==> src/rtl/core/cfd_pkg.sv <==
`timescale 1ns / 1ps

package cfd_pkg;

	localparam int unsigned CFD_MAX_DATA_BYTES = 8;
	localparam logic [7:0] CFD_MAX_LEN = 8'(CFD_MAX_DATA_BYTES);
	localparam int unsigned CFD_QUEUE_DEPTH = 4;

	localparam logic [31:0] CRC_POLY = 32'hEDB88320;
	localparam logic [31:0] CRC_ONES = 32'hFFFFFFFF;

	// What a byte means within a frame, as decided by the front end.
	typedef enum logic [2:0] {
		K_ID,
		K_LEN,
		K_LEN_ERR,
		K_DATA,
		K_CRC
	} kind_t;

	typedef enum logic [1:0] {
		ST_OK      = 2'd0,
		ST_CRC_ERR = 2'd1,
		ST_LEN_ERR = 2'd2
	} status_t;

	typedef struct packed {
		kind_t      kind;
		logic [2:0] idx;
		logic [7:0] data;
	} entry_t;

	typedef struct packed {
		logic [63:0] payload;
		logic [3:0]  pay_len;
		logic [31:0] frame_id;
		status_t     status;
	} result_t;

	// Reflected CRC-32, one byte, bit by bit.
	function automatic logic [31:0] crc32_byte(input logic [31:0] crc, input logic [7:0] b);
		logic [31:0] c;
		int k;
		c = crc ^ {24'd0, b};
		for (k = 0; k < 8; k++) begin
			c = c[0] ? ((c >> 1) ^ CRC_POLY) : (c >> 1);
		end
		return c;
	endfunction

endpackage

==> src/rtl/core/cfd_front.sv <==
`timescale 1ns / 1ps

module cfd_front (
	input  logic            clk,
	input  logic            arst_n,
	input  logic            cfg_valid,
	output logic            cfg_ready,
	input  logic [7:0]      cfg_data,
	input  logic            in_valid,
	output logic            in_ready,
	input  logic [7:0]      in_byte,
	input  logic            q_full,
	output logic            push,
	output cfd_pkg::entry_t push_entry
);

	typedef enum logic [2:0] {
		PH_HUNT,
		PH_ID,
		PH_LEN,
		PH_DATA,
		PH_CRC
	} phase_t;

	phase_t     phase_q;
	logic [2:0] cnt_q;
	logic [3:0] len_q;
	logic [7:0] header_q;
	logic       beat;
	logic       len_bad;

	assign cfg_ready = 1'b1;
	assign in_ready  = !q_full;
	assign beat      = in_valid && in_ready;
	assign len_bad   = in_byte > cfd_pkg::CFD_MAX_LEN;
	assign push      = beat && (phase_q != PH_HUNT);

	always_comb begin
		push_entry.data = in_byte;
		push_entry.idx  = cnt_q;
		unique case (phase_q)
			PH_ID:   push_entry.kind = cfd_pkg::K_ID;
			PH_LEN:  push_entry.kind = len_bad ? cfd_pkg::K_LEN_ERR : cfd_pkg::K_LEN;
			PH_DATA: push_entry.kind = cfd_pkg::K_DATA;
			PH_CRC:  push_entry.kind = cfd_pkg::K_CRC;
			default: push_entry.kind = cfd_pkg::K_ID;
		endcase
	end

	always_ff @(posedge clk or negedge arst_n) begin
		if (!arst_n) begin
			phase_q  <= PH_HUNT;
			cnt_q    <= '0;
			len_q    <= '0;
			header_q <= '0;
		end else begin
			if (cfg_valid && cfg_ready) begin
				header_q <= cfg_data;
			end
			if (beat) begin
				unique case (phase_q)
					PH_HUNT: begin
						if (in_byte == header_q) begin
							phase_q <= PH_ID;
							cnt_q   <= '0;
						end
					end
					PH_ID: begin
						if (cnt_q == 3'd3) begin
							phase_q <= PH_LEN;
							cnt_q   <= '0;
						end else begin
							cnt_q <= cnt_q + 3'd1;
						end
					end
					PH_LEN: begin
						cnt_q <= '0;
						if (len_bad) begin
							phase_q <= PH_HUNT;
						end else begin
							len_q   <= in_byte[3:0];
							phase_q <= (in_byte == 8'd0) ? PH_CRC : PH_DATA;
						end
					end
					PH_DATA: begin
						if ({1'b0, cnt_q} + 4'd1 >= len_q) begin
							phase_q <= PH_CRC;
							cnt_q   <= '0;
						end else begin
							cnt_q <= cnt_q + 3'd1;
						end
					end
					PH_CRC: begin
						if (cnt_q == 3'd3) begin
							phase_q <= PH_HUNT;
							cnt_q   <= '0;
						end else begin
							cnt_q <= cnt_q + 3'd1;
						end
					end
					default: begin
						phase_q <= PH_HUNT;
						cnt_q   <= '0;
					end
				endcase
			end
		end
	end

	a_data_idx_in_range: assert property (@(posedge clk) disable iff (!arst_n)
		(phase_q == PH_DATA) |-> ({1'b0, cnt_q} < len_q))
		else $error("payload byte index past frame length");

endmodule

==> src/rtl/core/cfd_queue.sv <==
`timescale 1ns / 1ps

module cfd_queue #(
	parameter int unsigned DEPTH = cfd_pkg::CFD_QUEUE_DEPTH
) (
	input  logic            clk,
	input  logic            arst_n,
	input  logic            push,
	input  cfd_pkg::entry_t push_entry,
	output logic            full,
	input  logic            pop,
	output logic            rd_valid,
	output cfd_pkg::entry_t rd_entry
);

	localparam int unsigned PTR_W = (DEPTH > 1) ? $clog2(DEPTH) : 1;
	localparam int unsigned CNT_W = $clog2(DEPTH + 1);

	cfd_pkg::entry_t mem_q [DEPTH];
	logic [PTR_W-1:0] wr_ptr_q;
	logic [PTR_W-1:0] rd_ptr_q;
	logic [CNT_W-1:0] count_q;

	assign full     = count_q == CNT_W'(DEPTH);
	assign rd_valid = count_q != '0;
	assign rd_entry = mem_q[rd_ptr_q];

	always_ff @(posedge clk) begin
		if (push) begin
			mem_q[wr_ptr_q] <= push_entry;
		end
	end

	always_ff @(posedge clk or negedge arst_n) begin
		if (!arst_n) begin
			wr_ptr_q <= '0;
			rd_ptr_q <= '0;
			count_q  <= '0;
		end else begin
			if (push) begin
				wr_ptr_q <= (wr_ptr_q == PTR_W'(DEPTH - 1)) ? '0 : wr_ptr_q + 1'b1;
			end
			if (pop) begin
				rd_ptr_q <= (rd_ptr_q == PTR_W'(DEPTH - 1)) ? '0 : rd_ptr_q + 1'b1;
			end
			unique case ({push, pop})
				2'b10:   count_q <= count_q + 1'b1;
				2'b01:   count_q <= count_q - 1'b1;
				default: count_q <= count_q;
			endcase
		end
	end

	a_no_overflow: assert property (@(posedge clk) disable iff (!arst_n)
		push |-> !full)
		else $error("queue written while full");

	a_no_underflow: assert property (@(posedge clk) disable iff (!arst_n)
		pop |-> rd_valid)
		else $error("queue read while empty");

endmodule

==> src/rtl/core/cfd_back.sv <==
`timescale 1ns / 1ps

module cfd_back (
	input  logic             clk,
	input  logic             arst_n,
	input  logic             q_valid,
	input  cfd_pkg::entry_t  q_entry,
	output logic             pop,
	output logic             res_valid,
	input  logic             res_ready,
	output cfd_pkg::result_t res
);

	logic [31:0] id_q;
	logic [63:0] pay_q;
	logic [31:0] crc_q;
	logic [23:0] rx_q;
	logic [3:0]  len_q;
	logic        out_valid_q;
	cfd_pkg::result_t out_q;

	logic        is_result;
	logic [31:0] rx_full;
	logic [7:0]  b;

	assign b         = q_entry.data;
	assign is_result = (q_entry.kind == cfd_pkg::K_LEN_ERR)
		|| ((q_entry.kind == cfd_pkg::K_CRC) && (q_entry.idx[1:0] == 2'd3));
	assign pop       = q_valid && (!is_result || !out_valid_q || res_ready);
	assign rx_full   = {b, rx_q};
	assign res_valid = out_valid_q;
	assign res       = out_q;

	always_ff @(posedge clk or negedge arst_n) begin
		if (!arst_n) begin
			id_q        <= '0;
			pay_q       <= '0;
			crc_q       <= cfd_pkg::CRC_ONES;
			rx_q        <= '0;
			len_q       <= '0;
			out_valid_q <= 1'b0;
			out_q       <= '0;
		end else begin
			if (res_ready) begin
				out_valid_q <= 1'b0;
			end
			if (pop) begin
				unique case (q_entry.kind)
					cfd_pkg::K_ID: begin
						id_q[8*q_entry.idx[1:0] +: 8] <= b;
					end
					cfd_pkg::K_LEN: begin
						len_q <= b[3:0];
					end
					cfd_pkg::K_DATA: begin
						pay_q[8*q_entry.idx +: 8] <= b;
						crc_q <= cfd_pkg::crc32_byte(crc_q, b);
					end
					cfd_pkg::K_CRC: begin
						if (q_entry.idx[1:0] != 2'd3) begin
							rx_q[8*q_entry.idx[1:0] +: 8] <= b;
						end
					end
					default: begin
					end
				endcase
				if (is_result) begin
					out_valid_q <= 1'b1;
					out_q.frame_id <= id_q;
					if (q_entry.kind == cfd_pkg::K_LEN_ERR) begin
						out_q.status  <= cfd_pkg::ST_LEN_ERR;
						out_q.pay_len <= (b > 8'd15) ? 4'd15 : b[3:0];
						out_q.payload <= '0;
					end else begin
						out_q.status  <= (rx_full == ~crc_q) ? cfd_pkg::ST_OK
							: cfd_pkg::ST_CRC_ERR;
						out_q.pay_len <= len_q;
						out_q.payload <= pay_q;
					end
					// Frame done: start the next one from a clean slate.
					id_q  <= '0;
					pay_q <= '0;
					crc_q <= cfd_pkg::CRC_ONES;
					rx_q  <= '0;
					len_q <= '0;
				end
			end
		end
	end

	a_result_loaded: assert property (@(posedge clk) disable iff (!arst_n)
		(pop && is_result) |=> out_valid_q)
		else $error("frame result lost on its way to the output register");

endmodule

==> src/rtl/core/can_frame_deframer_crc32.sv <==
`timescale 1ns / 1ps

// Byte-stream deframer with CRC-32 check. One byte is taken per beat on the
// slave side, one byte per clock cycle sustained while the master side takes
// the results. A front end hunts for the header byte and tags every frame byte
// with its role (identifier, length, payload, CRC); a queue of QUEUE_DEPTH
// entries decouples it from the back end, which assembles the fields, runs the
// reflected CRC-32 one byte per cycle and writes one result per frame into an
// output register. The last CRC byte (or an oversized length byte) is queued;
// once it is popped, its result is loaded into the output register. While a
// result waits to be taken the input keeps flowing until the final byte of the
// next frame reaches the back end and the queue fills behind it. The header
// value is written through the cfg channel; the user must write it only while
// the stream is idle, which the block does not enforce. It resets to zero.
module can_frame_deframer_crc32 #(
	parameter int unsigned QUEUE_DEPTH = cfd_pkg::CFD_QUEUE_DEPTH
) (
	input  logic         clk,
	input  logic         arst_n,
	input  logic         cfg_valid,
	output logic         cfg_ready,
	input  logic [7:0]   cfg_data,
	input  logic         s_axis_tvalid,
	output logic         s_axis_tready,
	input  logic [7:0]   s_axis_tdata,   // in_byte[7:0]
	output logic         m_axis_tvalid,
	input  logic         m_axis_tready,
	output logic [103:0] m_axis_tdata    // status[1:0], frame_id[33:2],
	                                     // pay_len[37:34], payload[101:38], zero
);

	logic             q_full;
	logic             push;
	cfd_pkg::entry_t  push_entry;
	logic             pop;
	logic             q_valid;
	cfd_pkg::entry_t  q_entry;
	cfd_pkg::result_t res;

	cfd_front u_front (
		.clk        (clk),
		.arst_n     (arst_n),
		.cfg_valid  (cfg_valid),
		.cfg_ready  (cfg_ready),
		.cfg_data   (cfg_data),
		.in_valid   (s_axis_tvalid),
		.in_ready   (s_axis_tready),
		.in_byte    (s_axis_tdata),
		.q_full     (q_full),
		.push       (push),
		.push_entry (push_entry)
	);

	cfd_queue #(
		.DEPTH (QUEUE_DEPTH)
	) u_queue (
		.clk        (clk),
		.arst_n     (arst_n),
		.push       (push),
		.push_entry (push_entry),
		.full       (q_full),
		.pop        (pop),
		.rd_valid   (q_valid),
		.rd_entry   (q_entry)
	);

	cfd_back u_back (
		.clk       (clk),
		.arst_n    (arst_n),
		.q_valid   (q_valid),
		.q_entry   (q_entry),
		.pop       (pop),
		.res_valid (m_axis_tvalid),
		.res_ready (m_axis_tready),
		.res       (res)
	);

	assign m_axis_tdata = {2'b00, res.payload, res.pay_len, res.frame_id, res.status};

endmodule

==> config.mk <==
export PLATFORM = sky130hd
export DESIGN_NAME = can_frame_deframer_crc32
export DESIGN_NICKNAME = d
export VERILOG_FILES = /design/src/rtl/core/cfd_pkg.sv /design/src/rtl/core/cfd_front.sv /design/src/rtl/core/cfd_queue.sv /design/src/rtl/core/cfd_back.sv /design/src/rtl/core/can_frame_deframer_crc32.sv
export SDC_FILE = /design/constraint.sdc
export NUM_CORES = 1
export LEC_CHECK = 0
export BUFFER_PORTS_ARGS = -buffer_cell sky130_fd_sc_hd__buf_2
export CELL_PAD_IN_SITES_DETAIL_PLACEMENT = 0
export CELL_PAD_IN_SITES_GLOBAL_PLACEMENT = 1
export CORE_MARGIN = 2
export CORE_UTILIZATION = 53
export CTS_CLUSTER_SIZE = 25
export DETAILED_ROUTE_END_ITERATION = 7
export HOLD_SLACK_MARGIN = 0.03
export PLACE_DENSITY_LB_ADDON = 0.1
export SLEW_MARGIN = 20
export SYNTH_ARGS = -nofsm -noshare
export SYNTH_HDL_FRONTEND = slang
export SYNTH_HIERARCHICAL = 1
export SYNTH_SLANG_ARGS = --single-unit
==> constraint.sdc <==
create_clock -name clk -period 10 [get_ports clk]
set_input_delay 0.5 -clock clk [delete_from_list [all_inputs] [get_ports clk]]
set_output_delay 0.5 -clock clk [all_outputs]
set_load 0.02 [all_outputs]
==> summary.md <==
| Metric | Value |
|---|---|
| Most frequent cells in the layout | dfrtp_1, nand2_1, buf_2, a22o_1, xnor2_1 |
| Drc violations | 0 |
| Placer Congestion | 0.852 |
| Leak | between 0.008 and 0.009 uW |
| CTS tree | yes |
| First-pass GRT wire length | 54,600 um |
| Arrival @ worst endpoint | 4870 ps |
| Starting Density | 53.9% |
| Period utilization | 44.4% |
| Final setup viols | 0 |
| Mapped Cells | around 1.2k |
| VDD IR max | approximately 0.27 mV |
| Initial antenna violation count | 0 |
| Slew of the pin with the lowest slew margin | 941 ps |
| Run status | finished, final reports clean |
| CP Launch Type | register |
| Crit Path Class | register to register |
| DP HPWL | around 23,000 um |
| Crit path time final | approximately 4400 ps |
| Nets | 1,339 |
| Post-synth cell types | 63 |
| Overall routing resource usage | between 20% and 30% |
| Ant. Diodes | 0 |
| Clock latency on the worst-skew pair | 520 ps |
| Max-cap viol count | 0 |
| Setup_tns | 0 ps |
| Fillers | 2,326 |
| H-Tree Depth | 2 |
| Warnings, synthesis | 6 |
| Max FO, Critical Path | 29 |
| Critical path endpoint category | register |
| Top Usage Layer GRT | met2 |
| Async set-or-reset flop fraction in the synthesized netlist | between 80% and 90% |
| Syn avg cell area | ~13 um2 |
| Final setup margin | 5560 ps |
| Pwr Density | about 370 mW/mm2 |
| Grt ovf | 0 |
| Reg clk slew, reported paths | about 60 ps |
| # clock sinks | between 300 and 400 |
| Area of the multi-input gates | 0.00574 mm2 |
| Hold Path Class | input port to register |
| 1st-iter DRT viols | 709 |
| Antenna-violating nets left | 0 |
| Maximum clock insertion buffer count | 3 |
| FMAX | around 230 MHz |
| Reg area | 0.00883 mm2 |
| Core area | 0.0278 mm2 |
| Commonest non-fill, non-tap cell in the layout | dfrtp_1 |
| Final Max Tran Viols | 0 |
| Synthesis-stage register bit count | 340 |
| WL final | around 35,000 um |
| Post-layout util | between 60% and 70% |
| Sequential share of the synthesized area | about 60% |
| Placed Cells | 1,632 |
| Hold Fails Final Rpt | 0 |
| Final Skew | between 15 and 20 ps |
| Synth Flop Type | dfrtp_1 |
| RSZ-0062 raised after global routing | false |
| Die Area | 0.0296 mm2 |
| Worst EP required | between 10,000 and 15,000 ps |
| DRT Pass-1 Iters | 5 |
| Port Buffers | roughly 120 |
| Met3 usage | approximately 3.2% |
| Share of cells above drive strength 1 | between 20% and 30% |
| Vias | 9,565 |
| Largest net degree at the start of global routing | 78 |
| Slew HR | 37.3% |
| Met2 usage | around 38% |
| Met1 usage | between 30% and 40% |
| Postcts setup bufs | 0 |
| Ports | roughly 130 |
| Routed wire per std cell | between 20 and 25 um |
| Post-Synthesis Cell Area | between 0.01 and 0.015 mm2 |
| Die height | around 170 um |
| Non-Filler Instances | between 1.5k and 2k |
| CTS Buf Count | 37 |
| Die X | ~170 um |
| Setup slack at placement | approximately 5400 ps |
| CTS Root Cell | clkbuf_16 |
| Synth-to-Final Area Change | 13.9% |
| Vias in the first global route | between 9k and 10k |
| Row count | ~60 |
| EDFF count, synth | 56 |
| DR vias/cell | approximately 5.6 |
area by class of cell:
cell class	count	share of cell area, %
clock buffers	51	6.21
clock inverters	15	0.645
inverters	24	0.528
multi-input cells	751	33.7
flip-flops and latches	340	51.8
well taps	378	2.77
repair buffers	140	4.42
through the flow:
step	instance area (um2)	power (uW)	hold slack, ps
final	17100	6390	214
after global routing	17100	6820	202
after CTS	17000	6440	194
after detailed placement	15900	5100	453
after global placement	15900	5070	445
after floorplan	15000	4350	204
cells by family after synthesis:
family                   after synthesis  synth area share (%)
AO/OA/AOI/OAI                        224                  11.7
XOR/XNOR                             116                  7.57
adder cells (fa/ha/maj)               24                  2.06
buffers and inverters                 97                  2.92
flip-flops                           340                  59.0
multiplexers                          76                  6.85
other                                  2                0.0502
AND/OR/NAND/NOR                      308                  9.88
power by group:
part | total, uW | internal [uW] | switching, uW
Combinational | 2990 | 1220 | 1770
Sequential | 2110 | 1810 | 293
Clock | 1300 | 767 | 531
Yosys cell counts (all sizes together), types with 3 or more instances:
| cell type | instances | area (um2) |
|---|---|---|
| a21o | 12 | 90.1 |
| a21oi | 37 | 185 |
| a221o | 4 | 40.0 |
| a22o | 112 | 981 |
| a32o | 12 | 120 |
| and2 | 16 | 100 |
| and3 | 12 | 75.1 |
| and4 | 9 | 78.8 |
| buf | 23 | 159 |
| clkbuf | 50 | 188 |
| dfrtp | 252 | 6310 |
| dfstp | 32 | 841 |
| edfxtp | 56 | 1680 |
| ha | 23 | 288 |
| inv | 24 | 90.1 |
| mux2 | 54 | 608 |
| mux2i | 8 | 80.1 |
| mux4 | 14 | 338 |
| nand2 | 147 | 552 |
| nand2b | 11 | 68.8 |
| nand3 | 6 | 30.0 |
| nand4 | 5 | 31.3 |
| nand4b | 3 | 26.3 |
| nor2 | 40 | 150 |
| nor2b | 7 | 43.8 |
| nor3 | 26 | 130 |
| nor4 | 13 | 96.3 |
| o211ai | 5 | 47.5 |
| o21ai | 18 | 90.1 |
| o2bb2ai | 12 | 105 |
| or3 | 4 | 25.0 |
| xnor2 | 86 | 840 |
| xor2 | 28 | 245 |
registers in the layout (all words and copies together), names as in the netlist, 4 cells and up:
signal            flops
u_back/res          102
u_back/pay_q         64
u_queue/mem_q        56
u_back/crc_q         32
u_back/id_q          32
u_back/rx_q          24
u_front/header_q      8
u_back/len_q          4
u_front/len_q         4
final timing paths:
path / startpoint / to / cells past startpoint / slack (ps)
setup / recovery: u_queue/rd_ptr_q[0] / u_queue/count_q[2] / 12 / 5560
min in group asynchronous: arst_n / u_back/res[89] / 2 / 540
max in group asynchronous: arst_n / u_back/res[6] / 3 / 8120
hold reg to reg: u_back/id_q[12] / u_back/res[14] / 2 / 460
setup reg to reg: u_queue/rd_ptr_q[0] / u_queue/count_q[2] / 12 / 5560
hold / removal: cfg_data[7] / u_front/header_q[7] / 2 / 210
metal layers:
metal  vias up  wire, um
li1       4478         -
met1      4794     16300
met2       245     16000
met3        48      1520
met4         0       765
met5         -         0
worst max-delay path, cell delays in order (launching register included):
cell	delay, ps
dfrtp_1	940
mux4_2	890
ha_1	370
nand3b_1	120
a21oi_1	80
buf_4	220
a21boi_0	540
ha_1	310
inv_1	60
fa_1	370
xor2_1	170
nor2_1	110
xor2_1	160
repair_timing:
| action | CTS | global route |
|---|---|---|
| hold buffers | 1 | 0 |
| setup endpoints to repair | 0 | 0 |
| resized for setup | 0 | 0 |
| hold endpoints to repair | 69 | 0 |
Power figures use the tool's default switching activity.
